**src/wsd_pkg.sv**
```systemverilog
// Package of the WebSocket frame deframer: parse phases, opcodes, status codes,
// the queue entry type and small decode functions. No dependencies.
package wsd_pkg;

  localparam int LENGTH_BITS_DEF = 32;
  localparam int QUEUE_DEPTH     = 2;

  localparam logic [15:0] MAX_MSG_RESET = 16'd4096;

  localparam logic [3:0] OP_CONT   = 4'h0;
  localparam logic [3:0] OP_TEXT   = 4'h1;
  localparam logic [3:0] OP_BINARY = 4'h2;
  localparam logic [3:0] OP_PING   = 4'h9;
  localparam logic [3:0] OP_PONG   = 4'hA;

  localparam logic [6:0] LEN_SHORT_MAX = 7'd125;
  localparam logic [6:0] LEN_CODE_16   = 7'd126;

  localparam logic [1:0] KIND_TEXT   = 2'd0;
  localparam logic [1:0] KIND_BINARY = 2'd1;
  localparam logic [1:0] KIND_PING   = 2'd2;
  localparam logic [1:0] KIND_PONG   = 2'd3;

  localparam logic [1:0] ST_OK         = 2'd0;
  localparam logic [1:0] ST_BAD_OPCODE = 2'd1;
  localparam logic [1:0] ST_LEN_LARGE  = 2'd2;
  localparam logic [1:0] ST_MSG_LONG   = 2'd3;

  typedef enum logic [2:0] {
    PH_HDR0,
    PH_HDR1,
    PH_EXTLEN,
    PH_MASK,
    PH_PAYLOAD
  } wsd_phase_t;

  typedef struct packed {
    logic [7:0]  raw_byte;
    logic [7:0]  key_byte;
    logic        byte_present;
    logic [1:0]  frame_kind;
    logic        last_of_frame;
    logic        message_done;
    logic [15:0] message_bytes;
    logic [1:0]  status;
  } wsd_entry_t;

  function automatic logic [1:0] kind_of(input logic [3:0] op);
    case (op)
      OP_BINARY: kind_of = KIND_BINARY;
      OP_PING:   kind_of = KIND_PING;
      OP_PONG:   kind_of = KIND_PONG;
      default:   kind_of = KIND_TEXT;
    endcase
  endfunction

  function automatic logic opcode_ok(input logic [3:0] op);
    opcode_ok = (op == OP_CONT) || (op == OP_TEXT) || (op == OP_BINARY) ||
                (op == OP_PING) || (op == OP_PONG);
  endfunction

endpackage

```
**src/wsd_in_if.sv**
```systemverilog
// Input byte channel of the deframer: valid, ready and one received byte.
// Depends on nothing.
interface wsd_in_if;
  logic       valid;
  logic       ready;
  logic [7:0] data_byte;

  modport source (output valid, output data_byte, input ready);
  modport sink   (input valid, input data_byte, output ready);
endinterface

```
**src/wsd_out_if.sv**
```systemverilog
// Result channel of the deframer: valid, ready and the fields of one result.
// Depends on nothing.
interface wsd_out_if;
  logic        valid;
  logic        ready;
  logic [7:0]  payload_byte;
  logic        byte_present;
  logic [1:0]  frame_kind;
  logic        last_of_frame;
  logic        message_done;
  logic [15:0] message_bytes;
  logic [1:0]  status;

  modport source (output valid, output payload_byte, output byte_present, output frame_kind,
                  output last_of_frame, output message_done, output message_bytes,
                  output status, input ready);
  modport sink   (input valid, input payload_byte, input byte_present, input frame_kind,
                  input last_of_frame, input message_done, input message_bytes,
                  input status, output ready);
endinterface

```
**src/websocket_frame_deframer_top.sv**
```systemverilog
// WebSocket frame deframer. The byte stream enters on in_ch, one byte per request.
// Each frame header (fin, opcode, mask bit, 7-bit, 16-bit or 64-bit length, mask key)
// is parsed in place; payload bytes leave on out_ch unmasked and tagged with the
// frame kind, last-of-frame, message-done, running message size and status.
// A frame with an empty payload yields one marker result with byte_present low.
// A bad opcode, an over-wide length or an oversized fragmented message yields one
// error result, after which input bytes are still taken but produce nothing
// until reset. cfg_wr_en/cfg_wr_data write max_message_bytes (reset value 4096).
// Throughput is one byte per cycle while out_ch takes results: the header parser
// takes a byte whenever the queue has room, and the queue plus output register
// keep both sides running. A result passes a queue slot, then the output register.
// If out_ch stalls, the two-entry queue fills and in_ch.ready drops until the
// output register is taken again. Reset (rst_n low, synchronous) empties the
// queue and output register and returns the parser to the first header byte.
module websocket_frame_deframer_top #(
  parameter int LENGTH_BITS = wsd_pkg::LENGTH_BITS_DEF
) (
  input  logic         clk,
  input  logic         rst_n,
  wsd_in_if.sink       in_ch,
  wsd_out_if.source    out_ch,
  input  logic         cfg_wr_en,
  input  logic [15:0]  cfg_wr_data
);
  import wsd_pkg::*;

  logic       q_full, q_push, q_pop, q_not_empty;
  wsd_entry_t q_in, q_head;

  wsd_front #(
    .LENGTH_BITS(LENGTH_BITS)
  ) u_front (
    .clk         (clk),
    .rst_n       (rst_n),
    .in_valid    (in_ch.valid),
    .in_byte     (in_ch.data_byte),
    .in_ready    (in_ch.ready),
    .cfg_wr_en   (cfg_wr_en),
    .cfg_wr_data (cfg_wr_data),
    .q_full      (q_full),
    .q_push      (q_push),
    .q_entry     (q_in)
  );

  wsd_queue u_queue (
    .clk        (clk),
    .rst_n      (rst_n),
    .push       (q_push),
    .push_entry (q_in),
    .full       (q_full),
    .pop        (q_pop),
    .not_empty  (q_not_empty),
    .head_entry (q_head)
  );

  wsd_back u_back (
    .clk               (clk),
    .rst_n             (rst_n),
    .q_not_empty       (q_not_empty),
    .q_head            (q_head),
    .q_pop             (q_pop),
    .out_valid         (out_ch.valid),
    .out_ready         (out_ch.ready),
    .out_payload_byte  (out_ch.payload_byte),
    .out_byte_present  (out_ch.byte_present),
    .out_frame_kind    (out_ch.frame_kind),
    .out_last_of_frame (out_ch.last_of_frame),
    .out_message_done  (out_ch.message_done),
    .out_message_bytes (out_ch.message_bytes),
    .out_status        (out_ch.status)
  );

endmodule

```
**src/wsd_front.sv**
```systemverilog
// Front end of the deframer: header parser, length and mask capture, message
// size check and configuration register. Pushes result entries to the queue; uses wsd_pkg.
module wsd_front #(
  parameter int LENGTH_BITS = wsd_pkg::LENGTH_BITS_DEF
) (
  input  logic               clk,
  input  logic               rst_n,
  input  logic               in_valid,
  input  logic [7:0]         in_byte,
  output logic               in_ready,
  input  logic               cfg_wr_en,
  input  logic [15:0]        cfg_wr_data,
  input  logic               q_full,
  output logic               q_push,
  output wsd_pkg::wsd_entry_t q_entry
);
  import wsd_pkg::*;

  wsd_phase_t              phase_r, phase_nxt;
  logic [3:0]              opcode_r, opcode_nxt;
  logic                    fin_r, fin_nxt;
  logic                    masked_r, masked_nxt;
  logic [3:0]              lbc_r, lbc_nxt;
  logic [LENGTH_BITS-1:0]  rem_r, rem_nxt;
  logic [31:0]             key_r, key_nxt;
  logic [1:0]              idx_r, idx_nxt;
  logic [15:0]             total_r, total_nxt;
  logic                    stopped_r, stopped_nxt;
  logic [15:0]             max_r;

  logic                    fire;
  logic                    is_data;
  logic [1:0]              kind;
  logic                    hdr_done;
  logic [LENGTH_BITS-1:0]  len_v;
  logic [LENGTH_BITS-1:0]  rem_shift;
  logic [LENGTH_BITS-1:0]  rem_dec;
  logic [15:0]             room16;
  logic [LENGTH_BITS-1:0]  room;
  logic [15:0]             total_step;
  logic                    last;
  logic                    done;

  assign in_ready  = !q_full;
  assign fire      = in_valid && in_ready;
  assign is_data   = (opcode_r <= OP_BINARY);
  assign kind      = kind_of(opcode_r);
  assign rem_shift = {rem_r[LENGTH_BITS-9:0], in_byte};
  assign rem_dec   = rem_r - LENGTH_BITS'(1);
  assign room16    = max_r - total_r;
  assign room      = LENGTH_BITS'(room16);

  always_ff @(posedge clk) begin
    if (!rst_n) begin
      phase_r   <= PH_HDR0;
      opcode_r  <= '0;
      fin_r     <= 1'b0;
      masked_r  <= 1'b0;
      lbc_r     <= '0;
      rem_r     <= '0;
      key_r     <= '0;
      idx_r     <= '0;
      total_r   <= '0;
      stopped_r <= 1'b0;
      max_r     <= MAX_MSG_RESET;
    end else begin
      phase_r   <= phase_nxt;
      opcode_r  <= opcode_nxt;
      fin_r     <= fin_nxt;
      masked_r  <= masked_nxt;
      lbc_r     <= lbc_nxt;
      rem_r     <= rem_nxt;
      key_r     <= key_nxt;
      idx_r     <= idx_nxt;
      total_r   <= total_nxt;
      stopped_r <= stopped_nxt;
      if (cfg_wr_en) begin
        max_r <= cfg_wr_data;
      end
    end
  end

  always_comb begin
    phase_nxt   = phase_r;
    opcode_nxt  = opcode_r;
    fin_nxt     = fin_r;
    masked_nxt  = masked_r;
    lbc_nxt     = lbc_r;
    rem_nxt     = rem_r;
    key_nxt     = key_r;
    idx_nxt     = idx_r;
    total_nxt   = total_r;
    stopped_nxt = stopped_r;
    q_push      = 1'b0;
    q_entry     = '0;
    hdr_done    = 1'b0;
    len_v       = '0;
    total_step  = total_r;
    last        = 1'b0;
    done        = 1'b0;

    if (fire && !stopped_r) begin
      case (phase_r)
        PH_HDR0: begin
          fin_nxt    = in_byte[7];
          opcode_nxt = in_byte[3:0];
          masked_nxt = 1'b0;
          rem_nxt    = '0;
          key_nxt    = '0;
          idx_nxt    = '0;
          lbc_nxt    = '0;
          if (!opcode_ok(in_byte[3:0])) begin
            stopped_nxt           = 1'b1;
            phase_nxt             = PH_HDR0;
            q_push                = 1'b1;
            q_entry.frame_kind    = KIND_TEXT;
            q_entry.last_of_frame = 1'b1;
            q_entry.message_bytes = total_r;
            q_entry.status        = ST_BAD_OPCODE;
          end else begin
            phase_nxt = PH_HDR1;
          end
        end
        PH_HDR1: begin
          masked_nxt = in_byte[7];
          if (in_byte[6:0] <= LEN_SHORT_MAX) begin
            rem_nxt = LENGTH_BITS'(in_byte[6:0]);
            len_v   = LENGTH_BITS'(in_byte[6:0]);
            if (in_byte[7]) begin
              phase_nxt = PH_MASK;
            end else begin
              hdr_done = 1'b1;
            end
          end else begin
            lbc_nxt   = (in_byte[6:0] == LEN_CODE_16) ? 4'd2 : 4'd8;
            rem_nxt   = '0;
            phase_nxt = PH_EXTLEN;
          end
        end
        PH_EXTLEN: begin
          if (rem_r[LENGTH_BITS-1 -: 8] != 8'd0) begin
            stopped_nxt           = 1'b1;
            phase_nxt             = PH_HDR0;
            q_push                = 1'b1;
            q_entry.frame_kind    = kind;
            q_entry.last_of_frame = 1'b1;
            q_entry.message_bytes = total_r;
            q_entry.status        = ST_LEN_LARGE;
          end else begin
            rem_nxt = rem_shift;
            lbc_nxt = lbc_r - 4'd1;
            if (lbc_r == 4'd1) begin
              len_v = rem_shift;
              if (masked_r) begin
                phase_nxt = PH_MASK;
              end else begin
                hdr_done = 1'b1;
              end
            end
          end
        end
        PH_MASK: begin
          key_nxt = key_r | (32'(in_byte) << {idx_r, 3'b000});
          if (idx_r == 2'd3) begin
            idx_nxt  = '0;
            len_v    = rem_r;
            hdr_done = 1'b1;
          end else begin
            idx_nxt = idx_r + 2'd1;
          end
        end
        PH_PAYLOAD: begin
          idx_nxt = idx_r + 2'd1;
          rem_nxt = rem_dec;
          if (is_data && (total_r != 16'hFFFF)) begin
            total_step = total_r + 16'd1;
          end
          last      = (rem_dec == '0);
          done      = is_data && fin_r && last;
          total_nxt = done ? 16'd0 : total_step;
          if (last) begin
            phase_nxt = PH_HDR0;
          end
          q_push                = 1'b1;
          q_entry.raw_byte      = in_byte;
          q_entry.key_byte      = 8'(key_r >> {idx_r, 3'b000});
          q_entry.byte_present  = 1'b1;
          q_entry.frame_kind    = kind;
          q_entry.last_of_frame = last;
          q_entry.message_done  = done;
          q_entry.message_bytes = is_data ? total_step : 16'd0;
          q_entry.status        = ST_OK;
        end
        default: begin
          phase_nxt = PH_HDR0;
        end
      endcase

      if (hdr_done) begin
        if (is_data && (!fin_r || (total_r != 16'd0)) &&
            ((total_r > max_r) || (len_v > room))) begin
          stopped_nxt           = 1'b1;
          phase_nxt             = PH_HDR0;
          q_push                = 1'b1;
          q_entry.frame_kind    = kind;
          q_entry.last_of_frame = 1'b1;
          q_entry.message_bytes = total_r;
          q_entry.status        = ST_MSG_LONG;
        end else if (len_v == '0) begin
          phase_nxt             = PH_HDR0;
          q_push                = 1'b1;
          q_entry.frame_kind    = kind;
          q_entry.last_of_frame = 1'b1;
          q_entry.message_done  = is_data && fin_r;
          q_entry.message_bytes = is_data ? total_r : 16'd0;
          q_entry.status        = ST_OK;
          if (is_data && fin_r) begin
            total_nxt = 16'd0;
          end
        end else begin
          phase_nxt = PH_PAYLOAD;
        end
      end
    end
  end

endmodule

```
**src/wsd_queue.sv**
```systemverilog
// Short queue between the parser front end and the output stage.
// Holds wsd_pkg::wsd_entry_t entries; uses wsd_pkg.
module wsd_queue (
  input  logic                clk,
  input  logic                rst_n,
  input  logic                push,
  input  wsd_pkg::wsd_entry_t push_entry,
  output logic                full,
  input  logic                pop,
  output logic                not_empty,
  output wsd_pkg::wsd_entry_t head_entry
);
  import wsd_pkg::*;

  localparam int PtrW = (QUEUE_DEPTH > 1) ? $clog2(QUEUE_DEPTH) : 1;
  localparam int CntW = $clog2(QUEUE_DEPTH + 1);

  wsd_entry_t        slot_r [QUEUE_DEPTH];
  logic [PtrW-1:0]   wr_ptr_r, rd_ptr_r;
  logic [CntW-1:0]   count_r;
  logic              do_push, do_pop;

  assign full       = (count_r == CntW'(QUEUE_DEPTH));
  assign not_empty  = (count_r != '0);
  assign head_entry = slot_r[rd_ptr_r];
  assign do_push    = push && !full;
  assign do_pop     = pop && not_empty;

  always_ff @(posedge clk) begin
    if (do_push) begin
      slot_r[wr_ptr_r] <= push_entry;
    end
  end

  always_ff @(posedge clk) begin
    if (!rst_n) begin
      wr_ptr_r <= '0;
      rd_ptr_r <= '0;
      count_r  <= '0;
    end else begin
      if (do_push) begin
        wr_ptr_r <= (wr_ptr_r == PtrW'(QUEUE_DEPTH - 1)) ? '0 : wr_ptr_r + PtrW'(1);
      end
      if (do_pop) begin
        rd_ptr_r <= (rd_ptr_r == PtrW'(QUEUE_DEPTH - 1)) ? '0 : rd_ptr_r + PtrW'(1);
      end
      case ({do_push, do_pop})
        2'b10:   count_r <= count_r + CntW'(1);
        2'b01:   count_r <= count_r - CntW'(1);
        default: count_r <= count_r;
      endcase
    end
  end

endmodule

```
**src/wsd_back.sv**
```systemverilog
// Back end of the deframer: unmasks the payload byte of the queue head and
// holds the result in the output register until taken; uses wsd_pkg.
module wsd_back (
  input  logic                clk,
  input  logic                rst_n,
  input  logic                q_not_empty,
  input  wsd_pkg::wsd_entry_t q_head,
  output logic                q_pop,
  output logic                out_valid,
  input  logic                out_ready,
  output logic [7:0]          out_payload_byte,
  output logic                out_byte_present,
  output logic [1:0]          out_frame_kind,
  output logic                out_last_of_frame,
  output logic                out_message_done,
  output logic [15:0]         out_message_bytes,
  output logic [1:0]          out_status
);
  import wsd_pkg::*;

  logic        valid_r;
  logic [7:0]  byte_r;
  logic        present_r;
  logic [1:0]  kind_r;
  logic        last_r;
  logic        done_r;
  logic [15:0] bytes_r;
  logic [1:0]  status_r;

  assign q_pop = q_not_empty && (!valid_r || out_ready);

  always_ff @(posedge clk) begin
    if (!rst_n) begin
      valid_r <= 1'b0;
    end else if (q_pop) begin
      valid_r <= 1'b1;
    end else if (out_ready) begin
      valid_r <= 1'b0;
    end
  end

  always_ff @(posedge clk) begin
    if (q_pop) begin
      byte_r    <= q_head.byte_present ? (q_head.raw_byte ^ q_head.key_byte) : 8'd0;
      present_r <= q_head.byte_present;
      kind_r    <= q_head.frame_kind;
      last_r    <= q_head.last_of_frame;
      done_r    <= q_head.message_done;
      bytes_r   <= q_head.message_bytes;
      status_r  <= q_head.status;
    end
  end

  assign out_valid         = valid_r;
  assign out_payload_byte  = byte_r;
  assign out_byte_present  = present_r;
  assign out_frame_kind    = kind_r;
  assign out_last_of_frame = last_r;
  assign out_message_done  = done_r;
  assign out_message_bytes = bytes_r;
  assign out_status        = status_r;

endmodule

```
**src/flat_wrapper.sv**
```systemverilog
// flat-port wrapper written by rule: the top's interface ports become plain ports
module websocket_frame_deframer_top_flat import wsd_pkg::*;
#(
  parameter int LENGTH_BITS = wsd_pkg::LENGTH_BITS_DEF
)
  (clk, rst_n, cfg_wr_en, cfg_wr_data, in_ch_valid, in_ch_data_byte, in_ch_ready, out_ch_valid, out_ch_payload_byte, out_ch_byte_present, out_ch_frame_kind, out_ch_last_of_frame, out_ch_message_done, out_ch_message_bytes, out_ch_status, out_ch_ready);
  wsd_in_if in_ch_i ();
  wsd_out_if out_ch_i ();
  input  logic clk;
  input  logic rst_n;
  input  logic cfg_wr_en;
  input  logic [15:0] cfg_wr_data;
  input wire logic [$bits(in_ch_i.valid)-1:0] in_ch_valid;
  input wire logic [$bits(in_ch_i.data_byte)-1:0] in_ch_data_byte;
  output wire logic [$bits(in_ch_i.ready)-1:0] in_ch_ready;
  output wire logic [$bits(out_ch_i.valid)-1:0] out_ch_valid;
  output wire logic [$bits(out_ch_i.payload_byte)-1:0] out_ch_payload_byte;
  output wire logic [$bits(out_ch_i.byte_present)-1:0] out_ch_byte_present;
  output wire logic [$bits(out_ch_i.frame_kind)-1:0] out_ch_frame_kind;
  output wire logic [$bits(out_ch_i.last_of_frame)-1:0] out_ch_last_of_frame;
  output wire logic [$bits(out_ch_i.message_done)-1:0] out_ch_message_done;
  output wire logic [$bits(out_ch_i.message_bytes)-1:0] out_ch_message_bytes;
  output wire logic [$bits(out_ch_i.status)-1:0] out_ch_status;
  input wire logic [$bits(out_ch_i.ready)-1:0] out_ch_ready;
  assign in_ch_i.valid = in_ch_valid;
  assign in_ch_i.data_byte = in_ch_data_byte;
  assign in_ch_ready = in_ch_i.ready;
  assign out_ch_valid = out_ch_i.valid;
  assign out_ch_payload_byte = out_ch_i.payload_byte;
  assign out_ch_byte_present = out_ch_i.byte_present;
  assign out_ch_frame_kind = out_ch_i.frame_kind;
  assign out_ch_last_of_frame = out_ch_i.last_of_frame;
  assign out_ch_message_done = out_ch_i.message_done;
  assign out_ch_message_bytes = out_ch_i.message_bytes;
  assign out_ch_status = out_ch_i.status;
  assign out_ch_i.ready = out_ch_ready;
  websocket_frame_deframer_top #(.LENGTH_BITS(LENGTH_BITS)) u_core (.clk(clk), .rst_n(rst_n), .in_ch(in_ch_i), .out_ch(out_ch_i), .cfg_wr_en(cfg_wr_en), .cfg_wr_data(cfg_wr_data));
endmodule
```
**config.mk**
```make
export PLATFORM = sky130hd
export DESIGN_NAME = websocket_frame_deframer_top_flat
export DESIGN_NICKNAME = d
export VERILOG_FILES = /design/src/wsd_pkg.sv /design/src/wsd_in_if.sv /design/src/wsd_out_if.sv /design/src/websocket_frame_deframer_top.sv /design/src/wsd_front.sv /design/src/wsd_queue.sv /design/src/wsd_back.sv /design/src/flat_wrapper.sv
export SDC_FILE = /design/constraint.sdc
export NUM_CORES = 1
export LEC_CHECK = 0
export ABC_AREA = 1
export BUFFER_PORTS_ARGS = -buffer_cell sky130_fd_sc_hd__buf_2
export CORE_MARGIN = 2
export CORE_UTILIZATION = 56
export CTS_CLUSTER_DIAMETER = 40
export CTS_CLUSTER_SIZE = 28
export DETAILED_ROUTE_END_ITERATION = 10
export PLACE_DENSITY_LB_ADDON = 0.3
export SETUP_SLACK_MARGIN = 0.2
export SKIP_LAST_GASP = 1
export SLEW_MARGIN = 15
export SYNTH_ARGS = -nofsm -noshare
export SYNTH_HDL_FRONTEND = slang
export SYNTH_SLANG_ARGS = --single-unit
```
**constraint.sdc**
```tcl
create_clock -name clk -period 5.6 [get_ports clk]
set_clock_uncertainty 0.2 [all_clocks]
set_input_delay 0.56 -clock clk [delete_from_list [all_inputs] [get_ports clk]]
set_output_delay 0.56 -clock clk [all_outputs]
set_load 0.02 [all_outputs]
```
Yosys cells after proc, flatten, opt, wreduce, memory -nomap -nowiden
Memory sizes are Yosys's and may differ from the RTL's. A register that Yosys moved wholly into a read port is not among the register bits.
Cells that the tools add are included.
Word-level totals
  register bits after elaboration: 148
  memory bits (writable): 78
  input bits: 29
  output and inout bits: 33
  logic and storage cells: 187
  memories kept: 1
Memories
  u_core.u_queue.slot_r: depth 2, bits a word 39, read ports 1, clocked after memory_dff 1, write ports 1, line wsd_queue.sv:18  | wsd_entry_t slot_r [QUEUE_DEPTH];
Operators by class
  $add $sub $neg: 9
  $lt $le $gt $ge: 4
  eq/ne operators: 25
  shift-type cells: 2
  muxes and demuxes: 80
  bitwise logic cells: 2
  reduce and logical (&&, ||, !) cells: 42
Operators with widths (count)
  32-bit 2-to-1 mux: 5
  16-bit 2-to-1 mux: 9
  32-bit case mux with 4 select lines: 1
  32-bit case mux with 3 select lines: 1
  32-bit logical NOT: 2
  32-bit case mux with 2 select lines: 1
  18-bit 2-to-1 mux: 3
  18-bit case mux with 3 select lines: 1
  22-bit 2-to-1 mux: 2
  39-bit 2-to-1 mux: 1
  3-bit 2-to-1 mux: 11
  32-bit by 16-bit greater-than comparator with 1-bit output: 1
  32-bit OR: 1
  8-bit by 5-bit << shifter with 32-bit output: 1
  32-bit by 5-bit right shift with 8-bit output: 1
  32-bit by 1-bit subtractor with 32-bit output (second input constant): 1
  1-bit 2-to-1 mux: 29
  17-bit 2-to-1 mux: 1
  16-bit by 1-bit adder with 16-bit output (second input constant): 1
  4-bit == test (second input constant): 4
  16-bit greater-than comparator: 1
  16-bit != test (second input constant): 1
  16-bit nonzero test: 1
  16-bit subtractor: 1
  41 further kinds: 83

Logic depth before layout (Yosys ltp)
Gate-level depths: netlist of run 1.
  depth after elaboration: 14
  mapped depth: 32
  gate-level depth less buffers: 32

Cells and area by module
From an unflattened synthesis of run 1, not the netlist that was laid out.
Second synthesis, totals
  cells, all modules: 1724
  area, all modules: 13230.2 µm²
Modules (own cells, without submodules)
  wsd_front: times used 1, cells each 1494, area each 8997.4 µm², seq. area each 2242.2 µm²
  wsd_queue: times used 1, cells each 159, area each 3103.0 µm², seq. area each 2442.3 µm²
  wsd_back: times used 1, cells each 71, area each 1129.8 µm², seq. area each 950.9 µm²

Worst setup path before layout of run 1
OpenSTA, ideal clock, no wires.
  kind: register to register
  start point: reg u_core.u_front.total_r[2]
  end point: mem u_core.u_queue.slot_r[1][0] (netlist name) (enable)
  setup time: 437 ps
  data arrival time: 4577 ps
  data required time: 4963 ps
  path slack: 386 ps
  stages on the path, launching flop included: 27
  buffers on the path: 0
  period minus slack after synthesis: 5214 ps
  cells stage by stage: dfxtp_1 -> inv_1 -> ha_1 -> a21oi_1 -> nand2_1 -> nand3_1 -> nand2_1 -> nand3_1 -> nand2_1 -> nand2_1 -> nand2_1 -> nand3_1 -> nand2_1 -> nand3_1 -> nand2_1 -> xnor2_1 -> ha_1 -> nand3_1 -> a31oi_1 -> nor2_1 -> nand2_1 -> a21oi_1 -> nand2_1 -> nand2_1 -> nand3_1 -> nand3_1 -> nor2_1
On the way
  longest elaborated chain between the ends: 10
  elaborated cells on any way between the ends: 14
  classes of those cells: add/sub: 1; order compare: 2; mux: 5; reduce/logical: 6
Ends and longest elaborated chain
  from (decl): line wsd_front.sv:27  | logic [15:0] total_r, total_nxt;
  from (signal assigned): line wsd_front.sv:75  | total_r <= total_nxt;
  16-bit subtractor / 16-bit nonzero test (equally long branches): line wsd_front.sv:50, wsd_front.sv:200
  32-bit by 16-bit greater-than comparator with 1-bit output / 1-bit logical OR (equally long branches): line wsd_front.sv:201, wsd_front.sv:200
  1-bit logical OR / 1-bit logical AND (equally long branches): line wsd_front.sv:201, wsd_front.sv:200
  1-bit logical AND *: line wsd_front.sv:200  | if (is_data && (!fin_r || (total_r != 16'd0)) &&
  1-bit 2-to-1 mux *: line wsd_front.sv:200
  1-bit 2-to-1 mux *: line wsd_front.sv:199  | if (hdr_done) begin
  1-bit 2-to-1 mux *: line wsd_front.sv:102  | if (fire && !stopped_r) begin
  1-bit logical AND *: line wsd_queue.sv:26  | assign do_push = push && !full;
  1-bit 2-to-1 mux *: line wsd_queue.sv:30  | if (do_push) begin
  1-bit 2-to-1 mux (not written as such) *: line wsd_queue.sv:31  | slot_r[wr_ptr_r] <= push_entry;
  to (decl): line wsd_queue.sv:18
Every way passes the cells marked *; elsewhere a longest branch is shown, timed or not.

Worst setup path after layout of run 1
  start point: reg u_core.u_front.total_r[2]
  end point: mem u_core.u_queue.slot_r[0][4] (netlist name) (enable)
The elaborated chain is that of the path after synthesis.

==> summary.md, run 1 <==
| Metric | Value |
|---|---|
| Outcome | finished, final reports clean |
| Fin crit share | 0.871 |
| Max Cap Viol | 0 |
| Initial DRC Count | 978 |
| Synth cell types | 45 |
| Layout Cells excl Fill | 2096 |
| First-pass GRT wire length | 52.7 mm |
| Core Footprint | 22500 um2 |
| # IOs | 62 |
| Initial Utilization | 0.567 |
| GRT Util Overall | 0.268 |
| Area share of the largest cell type after synthesis | 0.257 |
| Routed Antenna Nets | 0 |
| Post-layout minimum cycle time | 4.87 ns |
| Synthesis Warnings | 0 |
| Share of cells above drive strength 1 | 0.0939 |
| Core Util, Final | 0.638 |
| Static leakage power | 0.00606 uW |
| Initial antenna violation count | 0 |
| Area growth syn-to-layout | 12.5% |
| Vias in the first global route | 10800 |
| Commonest cells in the netlist | 521 x nand2_1, 213 x nor2_1, 187 x inv_1 |
| Worst-path clk slew | 0.06 ns |
| DP HPWL | 22.7 mm |
| Total Wirelength | 32.1 mm |
| Arr. time, crit path | 4.95 ns |
| P per Cell Area | 583 nW/um2 |
| Placed cells | 2040 |
| Clock latency on the worst-skew pair | 0.57 ns |
| Clock Tree Buf Depth | 3 |
| Worst-Margin Slew | 1.12 ns |
| Mapped Area | 12800 um2 |
| Most used DFF post-synth | dfxtp_1 |
| Fmax | 205 MHz |
| Area contributors post-synth | edfxtp_1 26%, dfxtp_1 19%, nand2_1 15%, nor2_1 6.3%, a21oi_1 6.0% |
| Die area | 24000 um2 |
| Most frequent cell after synthesis | nand2_1 |
| Inserted Clock Buffers | 30 |
| Syn avg cell area | 7.36 um2 |
| Sink Count | 227 |
| Placed cell areas | 13300 um2 |
| Rows | 55 |
| Largest net degree at the start of global routing | 55 |
| Nets | 1857 |
| Final Max Slew Viols | 0 |
| Type of the tightest min-delay check | primary input to flip-flop |
| Root Driver | clkbuf_16 |
| Seq cells post-synth | 227 |
| Async set or reset register ratio after synthesis | 0 |
| DRT Pass-1 Iters | 7 |
| DRC viols | 0 |
| Antenna fix cells | 0 |
| Final setup vio count | 0 |
| Fillers | 1965 |
| Rel. slew slack | 0.247 |
| IO buf count | 61 |
| RSZ-0062 raised after global routing | yes |
| Post-CTS setup repair buffer count | 0 |
| WP data required | 5.67 ns |
| CTS tree | built |
| Post-Syn Nets | 1804 |
| Post-synth EDFFs | 109 |
| Cells after Synth | 1734 |
| CP max FO | 21 |
| Via density | 5.55 |
| Routed len/inst | 15.3 um |
| Post-layout instance area | 14300 um2 |
| Setup crit end kind | flip-flop |
| Routed vias | 11600 |
| Die X | 155 um |
| Final RePlAce weighted congestion | 0.935 |
| Cell taking the most area after synthesis | edfxtp_1 |
| Final hold viol count | 0 |
| H-tree depth | 1 |
| Die height | 155 um |
| CP Class | flip-flop to flip-flop |
| Seq/Total Area, Yosys | 0.442 |
| GRT Residual Overflow | 0 |
| IR drop worst, VDD | 0.000415 V |
| Setup TNS | 0 ns |
| CP startpoint kind | flip-flop |
## stage by stage
step	worst slack, ns	total power, uW	hold slack (ns)
floorplan	0.386	5380	0.225
global placement	0.973	6350	0.234
detailed placement	0.847	6420	0.239
CTS	0.765	8340	0.0220
global route	0.191	9020	0.0380
finish	0.725	8360	0.0375
## worst max-delay path, stage by stage (launching register included)
cell,delay (ns)
dfxtp_1,0.42
inv_1,0.12
ha_1,0.37
a21oi_1,0.16
nand2_1,0.10
nand3_1,0.08
nand2_1,0.08
nand3_1,0.08
nand2_1,0.10
nand2_1,0.08
nand2_1,0.07
nand3_1,0.07
nand2_1,0.08
xor2_1,0.16
ha_1,0.29
nand2_1,0.06
inv_1,0.12
nand3_1,0.10
a31oi_1,0.17
nor2_1,0.07
nand2_1,0.07
a21oi_1,0.06
nand2_1,0.09
nand2_1,0.13
nand3_1,0.13
nand3_1,0.24
nor2_4,0.57
buf_4,0.30
## sequential cells by signal, summed over array words and instances, names as in the netlist, 2 cells and up, named ones only
signal and flops:
u_core.u_back.out_status 2, u_core.u_front.opcode_r 4, u_core.u_queue.slot_r 78, u_core.u_front.total_r 16, u_core.u_front.max_r 16, u_core.u_back.out_frame_kind 2, u_core.u_front.key_r 32, u_core.u_front.idx_r 2
u_core.u_front.phase_r 3, u_core.u_back.out_message_bytes 16, u_core.u_front.rem_r 32, u_core.u_queue.count_r 2, u_core.u_back.out_payload_byte 8, u_core.u_front.lbc_r 4
## routing by layer
metal,track usage,part of all wire,vias up
li1,-,-,5789
met1,0.358,0.43,5337
met2,0.451,0.47,409
met3,0.0306,0.062,95
met4,0.0996,0.035,0
met5,0,0,-
## cell type report
type | count | area (um2) | area share
clock buffers | 35 | 790 | 0.0550
clock inverters | 21 | 244 | 0.0170
inverters | 197 | 739 | 0.0515
multi-input cells | 1254 | 6160 | 0.429
flip-flops and latches | 227 | 5640 | 0.393
well taps | 285 | 357 | 0.0249
repair buffers | 77 | 425 | 0.0297
## kinds of logic (layout without fill, tap and decap cells)
family / Yosys count / count (layout) / share of synthesized area
adder cells (fa/ha/maj): 41 / 41 / 0.0408
flip-flops: 227 / 227 / 0.442
buffers and inverters: 253 / 330 / 0.0774
XOR/XNOR: 45 / 45 / 0.0309
AO/OA/AOI/OAI: 314 / 314 / 0.134
AND/OR/NAND/NOR: 854 / 854 / 0.275
## worst paths after layout
path / end / depth (start not counted) / slack [ns] / from
worst min register to register: u_core.u_front.key_r[2] / 2 / 0.25 / u_core.u_front.key_r[2]
worst min-delay path: u_core.u_front.max_r[13] / 3 / 0.04 / cfg_wr_data[13]
worst max-delay path: u_core.u_queue.slot_r[0][4] / 27 / 0.73 / u_core.u_front.total_r[2]
worst max register to register: u_core.u_queue.slot_r[0][4] / 27 / 0.73 / u_core.u_front.total_r[2]
## what timing repair did
item | 4_1_cts | 5_1_grt
setup endpoints to repair | 0 | 20
gates resized for setup | 0 | 0
hold buffers | 0 | 0
## where the power goes
part | internal [uW] | leakage [uW] | switching (uW) | total [uW]
Combinational | 1150 | 0.00355 | 2840 | 3990
Sequential | 2240 | 0.00201 | 223 | 2460
Clock | 1130 | 0.000496 | 771 | 1900
Total | 4520 | 0.00606 | 3830 | 8360
## placed cells by master, fill, tap and decap left out, types with 16 or more instances in the layout
cell,instances
xnor2_1,16
ha_1,40
nand3_1,67
buf_4,16
xor2_1,29
o21ai_0,77
clkbuf_16,30
inv_1,187
buf_2,61
nand2_1,521
o22ai_1,37
edfxtp_1,109
dfxtp_1,118
nor2_1,209
nand4_1,18
a21oi_1,153
No activity file was read; power rests on OpenSTA's default activity.
==> run 2, diff against run 1 <==
- CTS_BUF_LIST: unset -> sky130_fd_sc_hd__clkbuf_4 sky130_fd_sc_hd__clkbuf_8
==> run 2 against run 1 <==
Routed wire length is 0.77% lower. First-iteration DRC count is 5.6% lower. Largest cell class unchanged. Utilization is 1.4 points lower. Critical path type unchanged.
==> summary.md, run 2 (synthesis gave the netlist of run 1 again) <==
| Metric | Value |
|---|---|
| Outcome | finished, final reports clean |
| Final Max Slew Viols | 0 |
| Clock power share | 0.176 |
| FF-to-FF End | u_core.u_queue.slot_r[0][4] |
| Routed Antenna Nets | 0 |
| DRC viols | 0 |
| Setup crit end kind | flip-flop |
| CTS resizes | 0 |
| # IOs | 62 |
| Sw Ratio | 0.480 |
| Root Driver | clkbuf_8 |
| Post-layout minimum cycle time | 4.79 ns |
| Cell with the largest stage delay on the worst path | nor2_4 |
| GRT Residual Overflow | 0 |
| DP HPWL | 22.7 mm |
| Fillers | 2016 |
| Share of cells above drive strength 1 | 0.0954 |
| Antenna fix cells | 0 |
| Placed cells | 2040 |
| Most common cell after layout, fill and taps aside | nand2_1 |
| Largest net degree at the start of global routing | 55 |
| Final hold viol count | 0 |
| IO buf count | 61 |
| Die X | 155 um |
| Die height | 155 um |
| Most frequent CP cell | nand2_1 |
| Core Footprint | 22500 um2 |
| Initial Utilization | 0.567 |
| Layout Cells excl Fill | 2098 |
| Inserted Clock Buffers | 30 |
| Static leakage power | 0.00592 uW |
| Critical path origin | u_core.u_front.total_r[2] |
| R2R Path Start | u_core.u_front.total_r[2] |
| Post-CTS setup repair buffer count | 0 |
| Total Wirelength | 31.9 mm |
| CP startpoint kind | flip-flop |
| Max reg flops | 78 |
| CTS tree | built |
| WP data required | 5.70 ns |
| Nets | 1859 |
| Fin crit share | 0.854 |
| Routed len/inst | 15.2 um |
| Final setup vio count | 0 |
| R2R setup slack | 0.81 ns |
| CP bufs+invs | 4 |
| Routed vias | 11600 |
| CP Class | flip-flop to flip-flop |
| Clock latency on the worst-skew pair | 0.60 ns |
| Final RePlAce weighted congestion | 0.935 |
| Hold Path Origin | cfg_wr_data[1] |
| Setup TNS | 0 ns |
| Reg with most FFs | u_core.u_queue.slot_r |
| First-pass GRT wire length | 52.3 mm |
| Fmax | 209 MHz |
| P per Cell Area | 558 nW/um2 |
| Vias in the first global route | 10800 |
| RSZ-0062 raised after global routing | no |
| Die area | 24000 um2 |
| Worst path cell trace | inv_1 -> ha_1 -> nand3_1 -> nand2_1 -> inv_1 -> o21ai_0 -> nand2_1 -> nand2_1 -> a31oi_1 -> xor2_1 -> ha_1 -> nand2_1 -> inv_1 -> nand3_1 -> nor2_1 -> nand2_1 -> nand2_1 -> a21oi_1 -> nand2_1 -> nand2_1 -> nand3_1 -> nand3_1 -> nor2_4 -> buf_4 |
| Rows | 55 |
| Arr. time, crit path | 4.89 ns |
| Share of power burned in combinational logic | 0.510 |
| Initial antenna violation count | 0 |
| CTS Hold Buffers Added | 2 |
| GRT Util Overall | 0.265 |
| Via density | 5.51 |
| Type of the tightest min-delay check | primary input to flip-flop |
| Worst-Margin Slew | 1.12 ns |
| Commonest non-fill, non-tap cells in the layout | 521 x nand2_1, 209 x nor2_1, 187 x inv_1, 153 x a21oi_1, 118 x dfxtp_1 |
| Clock Tree Buf Depth | 3 |
| P_int | 4070 uW |
| CP max FO | 21 |
| Seq pwr share | 0.314 |
| Area growth syn-to-layout | 9.97% |
| Register-to-Register Path Depth | 24 |
| Largest regs | u_core.u_queue.slot_r: 78 flops, u_core.u_front.key_r: 32 flops, u_core.u_front.rem_r: 32 flops |
| Hold_ws | 0.0133 ns |
| DRT Pass-1 Iters | 5 |
| Psw | 3760 uW |
| Worst-path clk slew | 0.09 ns |
| Sink Count | 227 |
| H-tree depth | 1 |
| IR drop worst, VDD | 0.000412 V |
| Seq. cell area | 5640 um2 |
| Area of the multi-input gates | 6160 um2 |
| Worst path max stage delay | 0.56 ns |
| Crit path capture | u_core.u_queue.slot_r[0][4] |
| Initial DRC Count | 923 |
| Rel. slew slack | 0.249 |
| Max Cap Viol | 0 |
| Crit-path leading delay family | simple AND/OR/NAND/NOR gates |
| Path length in cells of the critical path | 24 |
-- run 2: changes by cell type in the layout (fill, tap and decap cells not counted) --
cell	change
dlygate4sd3_1	+2
clkbuf_4	+3
clkinv_8	+1
clkinv_16	-1
clkbuf_1	-3
clkbuf_8	+30
clkbuf_16	-30
-- run 2: worst min path at each step --
stage                                           to  slack [ns]  cells after the start
after global routing       u_core.u_front.max_r[7]       0.008                      3
after global placement     u_core.u_front.key_r[5]        0.23                      2
after detailed placement  u_core.u_front.key_r[27]        0.24                      2
after floorplan                          flip-flop        0.23                      1
final                      u_core.u_front.max_r[1]        0.01                      3
after CTS                  u_core.u_front.max_r[1]       0.003                      3
-- run 2: final cells by class --
cell class | instances | share of cell area
clock buffer | 35 | 0.0330
clock inverter | 21 | 0.0164
inverter | 197 | 0.0527
multi-input combinational | 1254 | 0.439
sequential | 227 | 0.402
tap | 285 | 0.0254
timing repair buffer | 79 | 0.0318
-- run 2: metal layers --
metal / track usage / part of all wire / vias up
met5: 0 / 0 / -
met2: 0.443 / 0.47 / 412
met4: 0.105 / 0.035 / 0
li1: - / - / 5776
met1: 0.354 / 0.44 / 5275
met3: 0.0318 / 0.059 / 94
-- run 2: worst min-delay path, cell delays in order --
cell and delay [ns]:
buf_2 0.08, nor2_1 0.03, nor2_1 0.08
-- run 2: power by group through the flow --
| stage | registers [uW] | logic [uW] | clock network (uW) |
|---|---|---|---|
| after floorplan | 2610 | 2770 | 0 |
| after global placement | 2480 | 3870 | 0 |
| after detailed placement | 2490 | 3930 | 0 |
| after CTS | 2460 | 3960 | 1390 |
| after global routing | 2500 | 4530 | 1460 |
| final | 2460 | 3990 | 1380 |
-- run 2: per-stage QoR --
| stage | total power [uW] | setup slack, ns | cell area, um2 | util |
|---|---|---|---|---|
| 5_1_grt | 8480 | 0.233 | 14000 | 0.623 |
| 6_report | 7830 | 0.815 | 14000 | 0.623 |
| 3_5_place_dp | 6420 | 0.847 | 13300 | 0.591 |
| 4_1_cts | 7810 | 0.813 | 14000 | 0.623 |
| 2_1_floorplan | 5380 | 0.386 | 12800 | - |
| 3_3_place_gp | 6350 | 0.973 | 13300 | 0.591 |
